### src/hdl/crcfr_pkg.sv
package crcfr_pkg;

  localparam int unsigned MAX_FRAME_DEF = 64;
  localparam int unsigned LEN_W = 7;
  localparam int unsigned NUM_BANKS = 2;

  localparam logic [LEN_W-1:0] FRAME_LEN_RST = 7'd8;
  localparam logic [LEN_W-1:0] MIN_FRAME_LEN = 7'd2;

  localparam logic [15:0] CRC_INIT = 16'hFFFF;
  localparam logic [15:0] CRC_POLY = 16'hA001;

  typedef enum logic {
    REQ_BYTE = 1'b0,
    REQ_IDLE = 1'b1
  } req_type_e;

  typedef struct packed {
    req_type_e  req_type;
    logic [7:0] rx_byte;
  } in_req_t;

  typedef struct packed {
    logic [7:0] frame_byte;
    logic       last_of_frame;
  } out_res_t;

  // Status of the frame queue; the bank bits select the half of the frame store.
  typedef struct packed {
    logic empty;
    logic full;
    logic wr_bank;
    logic rd_bank;
  } q_stat_t;

  // Reflected CRC-16 update over one byte, LSB first.
  function automatic logic [15:0] crc_byte(input logic [15:0] crc, input logic [7:0] b);
    logic [15:0] c;
    c = crc ^ {8'h00, b};
    for (int i = 0; i < 8; i++) begin
      c = c[0] ? ((c >> 1) ^ CRC_POLY) : (c >> 1);
    end
    return c;
  endfunction

endpackage

### src/hdl/crcfr_frame_ram.sv
module crcfr_frame_ram import crcfr_pkg::*; #(
  parameter int unsigned AW = 7
) (
  input  logic          clk_i,
  input  logic          wr_en_i,
  input  logic [AW-1:0] wr_addr_i,
  input  logic [7:0]    wr_data_i,
  input  logic          rd_en_i,
  input  logic [AW-1:0] rd_addr_i,
  output logic [7:0]    rd_data_o
);

  logic [7:0] mem_q [2**AW];
  logic [7:0] rd_data_q;

  always_ff @(posedge clk_i) begin
    if (wr_en_i) begin
      mem_q[wr_addr_i] <= wr_data_i;
    end
  end

  // Read data holds between reads, so a stalled result stays put.
  always_ff @(posedge clk_i) begin
    if (rd_en_i) begin
      rd_data_q <= mem_q[rd_addr_i];
    end
  end

  assign rd_data_o = rd_data_q;

endmodule

### src/hdl/crcfr_desc_fifo.sv
module crcfr_desc_fifo import crcfr_pkg::*; #(
  parameter int unsigned DW = 7
) (
  input  logic          clk_i,
  input  logic          rst_ni,
  input  logic          push_i,
  input  logic [DW-1:0] push_data_i,
  input  logic          pop_i,
  output logic [DW-1:0] head_o,
  output q_stat_t       stat_o
);

  localparam int unsigned CntW = $clog2(NUM_BANKS + 1);

  logic [DW-1:0]   len_q [NUM_BANKS];
  logic            wptr_q, wptr_d;
  logic            rptr_q, rptr_d;
  logic [CntW-1:0] cnt_q, cnt_d;

  always_comb begin
    wptr_d = wptr_q ^ push_i;
    rptr_d = rptr_q ^ pop_i;
    cnt_d  = cnt_q;
    if (push_i && !pop_i) begin
      cnt_d = cnt_q + CntW'(1);
    end else if (pop_i && !push_i) begin
      cnt_d = cnt_q - CntW'(1);
    end
  end

  always_ff @(posedge clk_i or negedge rst_ni) begin
    if (!rst_ni) begin
      wptr_q <= 1'b0;
      rptr_q <= 1'b0;
      cnt_q  <= '0;
    end else begin
      wptr_q <= wptr_d;
      rptr_q <= rptr_d;
      cnt_q  <= cnt_d;
    end
  end

  always_ff @(posedge clk_i) begin
    if (push_i) begin
      len_q[wptr_q] <= push_data_i;
    end
  end

  assign head_o         = len_q[rptr_q];
  assign stat_o.empty   = (cnt_q == '0);
  assign stat_o.full    = (cnt_q == CntW'(NUM_BANKS));
  assign stat_o.wr_bank = wptr_q;
  assign stat_o.rd_bank = rptr_q;

endmodule

### src/hdl/crcfr_front.sv
module crcfr_front import crcfr_pkg::*; #(
  parameter int unsigned MAX_FRAME = MAX_FRAME_DEF,
  localparam int unsigned CntW = $clog2(MAX_FRAME + 1),
  localparam int unsigned IdxW = $clog2(MAX_FRAME)
) (
  input  logic             clk_i,
  input  logic             rst_ni,
  input  logic             in_valid_i,
  output logic             in_stall_o,
  input  in_req_t          in_req_i,
  input  logic             cfg_valid_i,
  output logic             cfg_ready_o,
  input  logic [LEN_W-1:0] cfg_data_i,
  input  q_stat_t          q_stat_i,
  output logic             push_o,
  output logic [CntW-1:0]  push_len_o,
  output logic             wr_en_o,
  output logic [IdxW:0]    wr_addr_o,
  output logic [7:0]       wr_data_o
);

  localparam logic [LEN_W-1:0] MaxLen = LEN_W'(MAX_FRAME);

  logic [LEN_W-1:0] len_q, len_d;
  logic [CntW-1:0]  cnt_q, cnt_d;
  logic [15:0]      crc_q, crc_d;
  logic             disc_q, disc_d;
  logic [7:0]       prev_q, prev_d;

  logic [LEN_W-1:0] len_act;
  logic [LEN_W-1:0] cnt_ext;
  logic             accept;
  logic             take_byte;
  logic             crc_upd;
  logic             frame_end;
  logic             good;
  logic             cfg_wr;

  always_comb begin
    if (len_q < MIN_FRAME_LEN) begin
      len_act = MIN_FRAME_LEN;
    end else if (len_q > MaxLen) begin
      len_act = MaxLen;
    end else begin
      len_act = len_q;
    end
  end

  assign in_stall_o  = q_stat_i.full;
  assign cfg_ready_o = 1'b1;
  assign cfg_wr      = cfg_valid_i && cfg_ready_o;

  assign accept    = in_valid_i && !in_stall_o;
  assign take_byte = accept && (in_req_i.req_type == REQ_BYTE) && !disc_q;
  assign cnt_ext   = LEN_W'(cnt_q);
  assign crc_upd   = (cnt_ext + LEN_W'(2)) < len_act;
  assign frame_end = (cnt_ext + LEN_W'(1)) == len_act;
  // The two CRC bytes are the one before and the one now arriving.
  assign good      = (prev_q == crc_q[7:0]) && (in_req_i.rx_byte == crc_q[15:8]);

  assign wr_en_o    = take_byte;
  assign wr_addr_o  = {q_stat_i.wr_bank, cnt_q[IdxW-1:0]};
  assign wr_data_o  = in_req_i.rx_byte;
  assign push_o     = take_byte && frame_end && good;
  assign push_len_o = CntW'(len_act);

  always_comb begin
    len_d  = len_q;
    cnt_d  = cnt_q;
    crc_d  = crc_q;
    disc_d = disc_q;
    prev_d = prev_q;
    if (cfg_wr) begin
      len_d = cfg_data_i;
      cnt_d = '0;
      crc_d = CRC_INIT;
    end else if (accept && (in_req_i.req_type == REQ_IDLE)) begin
      disc_d = 1'b0;
    end else if (take_byte) begin
      prev_d = in_req_i.rx_byte;
      if (crc_upd) begin
        crc_d = crc_byte(crc_q, in_req_i.rx_byte);
      end
      if (frame_end) begin
        cnt_d = '0;
        crc_d = CRC_INIT;
        if (!good) begin
          disc_d = 1'b1;
        end
      end else begin
        cnt_d = cnt_q + CntW'(1);
      end
    end
  end

  always_ff @(posedge clk_i or negedge rst_ni) begin
    if (!rst_ni) begin
      len_q  <= FRAME_LEN_RST;
      cnt_q  <= '0;
      crc_q  <= CRC_INIT;
      disc_q <= 1'b0;
    end else begin
      len_q  <= len_d;
      cnt_q  <= cnt_d;
      crc_q  <= crc_d;
      disc_q <= disc_d;
    end
  end

  always_ff @(posedge clk_i) begin
    prev_q <= prev_d;
  end

endmodule

### src/hdl/crcfr_back.sv
module crcfr_back import crcfr_pkg::*; #(
  parameter int unsigned MAX_FRAME = MAX_FRAME_DEF,
  localparam int unsigned CntW = $clog2(MAX_FRAME + 1),
  localparam int unsigned IdxW = $clog2(MAX_FRAME)
) (
  input  logic            clk_i,
  input  logic            rst_ni,
  input  q_stat_t         q_stat_i,
  input  logic [CntW-1:0] head_len_i,
  output logic            pop_o,
  output logic            rd_en_o,
  output logic [IdxW:0]   rd_addr_o,
  input  logic [7:0]      rd_data_i,
  output logic            out_valid_o,
  input  logic            out_stall_i,
  output out_res_t        out_res_o
);

  typedef enum logic {
    IdleSt,
    ShowSt
  } state_e;

  state_e          state_q;
  logic            valid_q;
  logic [IdxW-1:0] idx_q;
  logic [CntW-1:0] len_q;
  logic            last_q;

  logic            start;
  logic            advance;
  logic            finish;
  logic [IdxW-1:0] rd_idx;
  logic [CntW-1:0] nlen;
  logic            nlast;

  assign start   = (state_q == IdleSt) && !q_stat_i.empty;
  assign advance = (state_q == ShowSt) && !out_stall_i && !last_q;
  assign finish  = (state_q == ShowSt) && !out_stall_i && last_q;

  assign rd_idx = start ? '0 : idx_q + IdxW'(1);
  assign nlen   = start ? head_len_i : len_q;
  assign nlast  = (CntW'(rd_idx) + CntW'(1)) == nlen;

  assign rd_en_o   = start || advance;
  assign rd_addr_o = {q_stat_i.rd_bank, rd_idx};
  // The bank is released only when its last byte has been taken.
  assign pop_o     = finish;

  always_ff @(posedge clk_i or negedge rst_ni) begin
    if (!rst_ni) begin
      state_q <= IdleSt;
      valid_q <= 1'b0;
      idx_q   <= '0;
      len_q   <= '0;
      last_q  <= 1'b0;
    end else begin
      unique case (state_q)
        IdleSt: begin
          if (start) begin
            state_q <= ShowSt;
            valid_q <= 1'b1;
            idx_q   <= rd_idx;
            len_q   <= nlen;
            last_q  <= nlast;
          end
        end
        ShowSt: begin
          if (finish) begin
            state_q <= IdleSt;
            valid_q <= 1'b0;
          end else if (advance) begin
            idx_q  <= rd_idx;
            last_q <= nlast;
          end
        end
        default: begin
          state_q <= IdleSt;
          valid_q <= 1'b0;
        end
      endcase
    end
  end

  assign out_valid_o             = valid_q;
  assign out_res_o.frame_byte    = rd_data_i;
  assign out_res_o.last_of_frame = last_q;

endmodule

### src/hdl/crc16_checked_frame_receiver_core.sv
// CRC-16 checked fixed-length frame receiver.
// Input channel (in_valid_i / in_stall_o / in_req_i): one request per received
// byte or per receiver idle event. A frame of frame_length bytes is checked
// against a reflected CRC-16 over all but its last two bytes; a good frame is
// replayed on the output channel (out_valid_o / out_stall_i / out_res_o), one
// byte per cycle while out_stall_i is low, last byte marked. When the output
// side is free, the first byte is valid once the queue registers the frame and
// the replay side loads it; out_valid_o drops between two replayed frames.
// A bad frame gives nothing, and bytes are dropped until an idle event.
// The frame store has two banks: one gathers while the other replays. The input
// stalls only while both banks hold good frames not yet fully replayed, so it
// follows the drain rate of the output when the output side stalls.
// The configuration channel (cfg_valid_i / cfg_ready_o / cfg_data_i) writes
// frame_length at any cycle; the block must be written only while idle, which
// it does not enforce. A write drops the partial frame. Reset sets frame_length
// to 8, clears partial frame, queue and discard state; no clearing pass needed.
module crc16_checked_frame_receiver_core import crcfr_pkg::*; #(
  parameter int unsigned MAX_FRAME = MAX_FRAME_DEF
) (
  input  logic             clk_i,
  input  logic             rst_ni,
  input  logic             in_valid_i,
  output logic             in_stall_o,
  input  in_req_t          in_req_i,
  output logic             out_valid_o,
  input  logic             out_stall_i,
  output out_res_t         out_res_o,
  input  logic             cfg_valid_i,
  output logic             cfg_ready_o,
  input  logic [LEN_W-1:0] cfg_data_i
);

  localparam int unsigned CntW = $clog2(MAX_FRAME + 1);
  localparam int unsigned IdxW = $clog2(MAX_FRAME);

  q_stat_t         q_stat;
  logic            push;
  logic [CntW-1:0] push_len;
  logic            pop;
  logic [CntW-1:0] head_len;
  logic            wr_en;
  logic [IdxW:0]   wr_addr;
  logic [7:0]      wr_data;
  logic            rd_en;
  logic [IdxW:0]   rd_addr;
  logic [7:0]      rd_data;

  crcfr_front #(
    .MAX_FRAME (MAX_FRAME)
  ) u_front (
    .clk_i       (clk_i),
    .rst_ni      (rst_ni),
    .in_valid_i  (in_valid_i),
    .in_stall_o  (in_stall_o),
    .in_req_i    (in_req_i),
    .cfg_valid_i (cfg_valid_i),
    .cfg_ready_o (cfg_ready_o),
    .cfg_data_i  (cfg_data_i),
    .q_stat_i    (q_stat),
    .push_o      (push),
    .push_len_o  (push_len),
    .wr_en_o     (wr_en),
    .wr_addr_o   (wr_addr),
    .wr_data_o   (wr_data)
  );

  crcfr_desc_fifo #(
    .DW (CntW)
  ) u_queue (
    .clk_i       (clk_i),
    .rst_ni      (rst_ni),
    .push_i      (push),
    .push_data_i (push_len),
    .pop_i       (pop),
    .head_o      (head_len),
    .stat_o      (q_stat)
  );

  crcfr_frame_ram #(
    .AW (IdxW + 1)
  ) u_ram (
    .clk_i     (clk_i),
    .wr_en_i   (wr_en),
    .wr_addr_i (wr_addr),
    .wr_data_i (wr_data),
    .rd_en_i   (rd_en),
    .rd_addr_i (rd_addr),
    .rd_data_o (rd_data)
  );

  crcfr_back #(
    .MAX_FRAME (MAX_FRAME)
  ) u_back (
    .clk_i       (clk_i),
    .rst_ni      (rst_ni),
    .q_stat_i    (q_stat),
    .head_len_i  (head_len),
    .pop_o       (pop),
    .rd_en_o     (rd_en),
    .rd_addr_o   (rd_addr),
    .rd_data_i   (rd_data),
    .out_valid_o (out_valid_o),
    .out_stall_i (out_stall_i),
    .out_res_o   (out_res_o)
  );

endmodule

### config.mk
export PLATFORM = sky130hd
export DESIGN_NAME = crc16_checked_frame_receiver_core
export DESIGN_NICKNAME = d
export VERILOG_FILES = /design/src/hdl/crcfr_pkg.sv /design/src/hdl/crcfr_frame_ram.sv /design/src/hdl/crcfr_desc_fifo.sv /design/src/hdl/crcfr_front.sv /design/src/hdl/crcfr_back.sv /design/src/hdl/crc16_checked_frame_receiver_core.sv
export SDC_FILE = /design/constraint.sdc
export NUM_CORES = 1
export LEC_CHECK = 0
export ABC_CLOCK_PERIOD_IN_PS = 4500
export CAP_MARGIN = 0
export CORE_ASPECT_RATIO = 0.8
export CORE_MARGIN = 3
export CORE_UTILIZATION = 68
export CTS_BUF_LIST = sky130_fd_sc_hd__clkbuf_16
export DETAILED_ROUTE_END_ITERATION = 8
export DONT_BUFFER_PORTS = 1
export PLACE_DENSITY = 0.87
export SYNTH_ARGS = -nofsm -noshare
export SYNTH_HDL_FRONTEND = slang
export SYNTH_SLANG_ARGS = --single-unit
### constraint.sdc
create_clock -name clk_i -period 4.5 [get_ports clk_i]
set_input_delay 0.9 -clock clk_i [delete_from_list [all_inputs] [get_ports clk_i]]
set_output_delay 0.9 -clock clk_i [all_outputs]
set_load 0.05 [all_outputs]
==> Implementation_results.wiki <==
{| class="wikitable"
! Metric !! Value
|-
| Starting density of the core || 0.6941
|-
| Capturing element type of the critical path || register
|-
| DIE AREA || 69,290 sq um
|-
| Sequential share of the synthesized area || 0.7325
|-
| Post-CTS clock slew at the launch and capture registers of the worst setup and hold paths || 0.07 ns
|-
| Number of antenna violations at the first check in global routing || 4
|-
| Leakage power total || 0.01635 uW
|-
| Total wire length || between 100 and 150 mm
|-
| Horizontal die dimension || 293.6 um
|-
| Final-stage net count || 3,232
|-
| Worst skew pair latency || 0.66 ns
|-
| First-pass iteration count of the detailed router || 6
|-
| Data arrival, critical path || approximately 4.7 ns
|-
| Cell types with the highest counts after synthesis || sky130_fd_sc_hd__edfxtp_1 (1,054), sky130_fd_sc_hd__nand2_1 (452), sky130_fd_sc_hd__nand3_1 (203)
|-
| First-pass GRT wire length || 184.8 mm
|-
| Area added between synthesis and finish || 9.886%
|-
| Number of synthesized flops with an enable pin || 1,054
|-
| Post-route DRC violation count || 0
|-
| Multiplexer fraction of the synthesized cell area || 0.03360
|-
| Data required time at the worst endpoint || 5.01 ns
|-
| Max Freq || 236.5 MHz
|-
| Area of the mapped netlist || 44,980 sq um
|-
| Most used flip-flop cell after synthesis || sky130_fd_sc_hd__edfxtp_1
|-
| RSZ-0062 raised after global routing || no
|-
| Final-layout worst hold slack || 0.07174 ns
|-
| Grt ovf || 0
|-
| Number of clock sinks seen by CTS || 1,105
|-
| Total nets after synthesis || around 3,200
|-
| Async set-reset flop share out of synthesis || 0.04615
|-
| Top cell type by total area after synthesis || sky130_fd_sc_hd__edfxtp_1
|-
| Combinational family with the most area after synthesis || simple AND/OR/NAND/NOR gates
|-
| Run status || finished with violations
|-
| Total CTS buffers || 98
|-
| Final estimated routing congestion in global placement || roughly 0.94
|-
| Via count of the first global-routing pass || 28,564
|-
| Post-DP HPWL || a little over 70 mm
|-
| Row Count || 83
|-
| Largest fanout on the critical path || 64
|-
| Die boundary height || roughly 240 um
|-
| Avg Vias per Cell || 7.169
|-
| Clock tree from TritonCTS || yes
|-
| Buffers from clock root to sink, at most || 3
|-
| Count of final max-slew check failures || 1
|-
| Synth top area cells || sky130_fd_sc_hd__edfxtp_1 (70%), sky130_fd_sc_hd__nand2_1 (3.8%), sky130_fd_sc_hd__mux2i_1 (2.4%)
|-
| Share of Yosys cell area claimed by the top area cell type || 0.7036
|-
| Post-route core utilization || 0.7628
|-
| Area of the core || ~65,000 sq um
|-
| Final critical delay including setup and external delays || 4.229 ns
|-
| Total negative setup slack || 0 ns
|-
| Total instance count after detailed placement || 3,944
|-
| Port Buf Inserts || 0
|-
| Adder-cell share of the synthesized area || 0.004673
|-
| Most frequently used cell type in the post-synthesis netlist || sky130_fd_sc_hd__edfxtp_1
|-
| Worst clock skew || just over 0.02 ns
|-
| Maximum VDD drop || 0.0006409 V
|-
| Residual antenna-violating net count after detailed routing || 0
|-
| Class of the tightest hold or removal check || input pin to async pin
|-
| Simple logic cell fraction of the synthesized area || 0.1068
|-
| Slew at the pin with the worst max-slew slack || 1.497 ns
|-
| Violations in the final reports || capacitance limit, slew limit
|-
| Number of hold-slack violations in the final timing report || 0
|-
| Max capacitance violation total || 1
|-
| Root buffer cell || sky130_fd_sc_hd__clkbuf_16
|-
| Overall global routing resource usage || 0.3591
|-
| Iteration-0 DRC Markers || between 5,000 and 6,000
|-
| Drt wl/cell || 29.99 um
|-
| Number of distinct library cells after synthesis || 83
|-
| Number of I/O pins || 33
|-
| Share of cells above drive strength 1 || 0.1123
|-
| Cells after Synth || 3,166
|-
| Via count || 29,601
|-
| Pin count of the biggest net entering global routing || between 100 and 150
|-
| Maximum level of the CTS H-tree || 3
|-
| Compound-cell area share of the yosys netlist || 0.08553
|-
| Critical path startpoint category || register
|-
| Register bit count reported by yosys || 1,105
|-
| Synth warn || 0
|-
| Fraction of the cycle the final worst path needs || 0.9397
|-
| Mean Syn Cell Area || between 10 and 15 sq um
|-
| Worst-case headroom to the max-slew limit || -0.0004354
|-
| Count of final setup violators || 0
|-
| Total power density per cell area || approximately 660 nW/um^2
|-
| Post-Synth XOR/XNOR Area || 0.01271
|-
| Critical Setup Path Class || register to register
|-
| Number of setup buffers added after CTS || 0
|-
| Finished Layout Cells || 4,129
|}
[stage by stage]
| stage | power, uW | setup WS [ns] | instance area [sq um] |
|---|---|---|---|
| 3_5_place_dp | 23530 | 0.5720 | 46200 |
| 6_report | 32580 | 0.2714 | 49430 |
| 5_1_grt | 33490 | 0.2142 | 49430 |
| 4_1_cts | 31960 | 0.4281 | 49430 |
| 3_3_place_gp | 23110 | 0.6536 | 46200 |
| 2_1_floorplan | 19550 | 1.462 | 44980 |
[per-layer routing]
| metal | vias to the layer above | GRT usage | routed length (um) |
|---|---|---|---|
| li1 | 12150 | - | - |
| met1 | 14268 | 0.5054 | 42930 |
| met2 | 2715 | 0.5208 | 54030 |
| met3 | 462 | 0.1328 | 21230 |
| met4 | 6 | 0.1338 | 5591 |
| met5 | - | 0 | 45 |
[layout by cell type, fill, tap and decap left out, types with 28 or more instances in the layout]
cell type and count:
sky130_fd_sc_hd__mux2i_1 106, sky130_fd_sc_hd__clkbuf_16 101, sky130_fd_sc_hd__o21ai_0 128, sky130_fd_sc_hd__dfrtp_1 33, sky130_fd_sc_hd__xnor2_1 31, sky130_fd_sc_hd__nand2_1 451
sky130_fd_sc_hd__nand3_1 203, sky130_fd_sc_hd__xor2_1 28, sky130_fd_sc_hd__nor2b_1 40, sky130_fd_sc_hd__o22ai_1 41, sky130_fd_sc_hd__edfxtp_1 1054, sky130_fd_sc_hd__a21oi_1 86
sky130_fd_sc_hd__nor3_1 70, sky130_fd_sc_hd__nor2_1 195, sky130_fd_sc_hd__inv_1 37, sky130_fd_sc_hd__a211oi_1 38, sky130_fd_sc_hd__buf_4 135
[report_power, final]
part,internal (uW),switching [uW]
clock network,4750,3690
registers,11400,312
logic,3680,8780
total,19800,12800
[worst paths after layout]
path                                         startpoint                            to  slack (ns)  cells past startpoint
max                         u_back.idx_q[0]$_DFFE_PN0P_  u_ram.rd_data_o[2]$_DFFE_PP_        0.27                      8
min                                              rst_ni  u_front.len_q[5]$_DFFE_PN0P_        0.07                      1
max reg2reg                 u_back.idx_q[0]$_DFFE_PN0P_  u_ram.rd_data_o[2]$_DFFE_PP_        0.27                      8
min reg2reg                u_front.len_q[0]$_DFFE_PN0P_  u_front.len_q[0]$_DFFE_PN0P_        0.53                      1
max in group asynchronous                        rst_ni   u_back.idx_q[0]$_DFFE_PN0P_        4.21                      1
min in group clk_i                          in_req_i[8]    u_front.disc_q$_DFFE_PN0P_        0.33                      1
[critical path, cell delays in order, from the launching register on]
cell and delay [ns]:
sky130_fd_sc_hd__dfrtp_4 0.60, sky130_fd_sc_hd__buf_4 0.58, sky130_fd_sc_hd__nand3_1 0.20, sky130_fd_sc_hd__or3_1 0.40
sky130_fd_sc_hd__a211oi_1 0.90, sky130_fd_sc_hd__nand2_1 0.38, sky130_fd_sc_hd__a2111oi_0 0.64, sky130_fd_sc_hd__nor3_1 0.23
sky130_fd_sc_hd__nand4_1 0.15
[sequential cells by signal, indices dropped and copies added (netlist names), 2 cells and up]
register         flops
u_ram.mem_q       1024
u_back.idx_q         6
u_front.prev_q       8
u_queue.cnt_q        2
u_ram.rd_data_o      8
u_front.len_q        7
u_back.len_q         7
u_queue.len_q       14
u_front.crc_q       16
u_front.cnt_ext      7
[layout make-up]
cell class / instances / area, sq um
Multi-Input combinational cell: 1831 / 11020
Sequential cell: 1105 / 32950
Tap cell: 850 / 1064
Timing Repair Buffer: 140 / 1114
Inverter: 19 / 71.32
Antenna cell: 1 / 2.502
Clock inverter: 82 / 674.4
Clock buffer: 101 / 2527
Fill cell: 3519 / 15370
[cell families (layout without fill, tap and decap cells)]
logic type,Yosys count,after routing
xor+xnor,62,62
compound gates,548,548
flops,1105,1105
simple gates,1064,1064
other cells,1,2
buf+inv,230,342
mux,139,139
fa+ha+maj,17,17
[timing repair]
action	in CTS	in global routing
resized for setup	0	0
hold buffers	1	0
hold endpoints to repair	34	0
No activity file was read; power rests on OpenSTA's default activity.
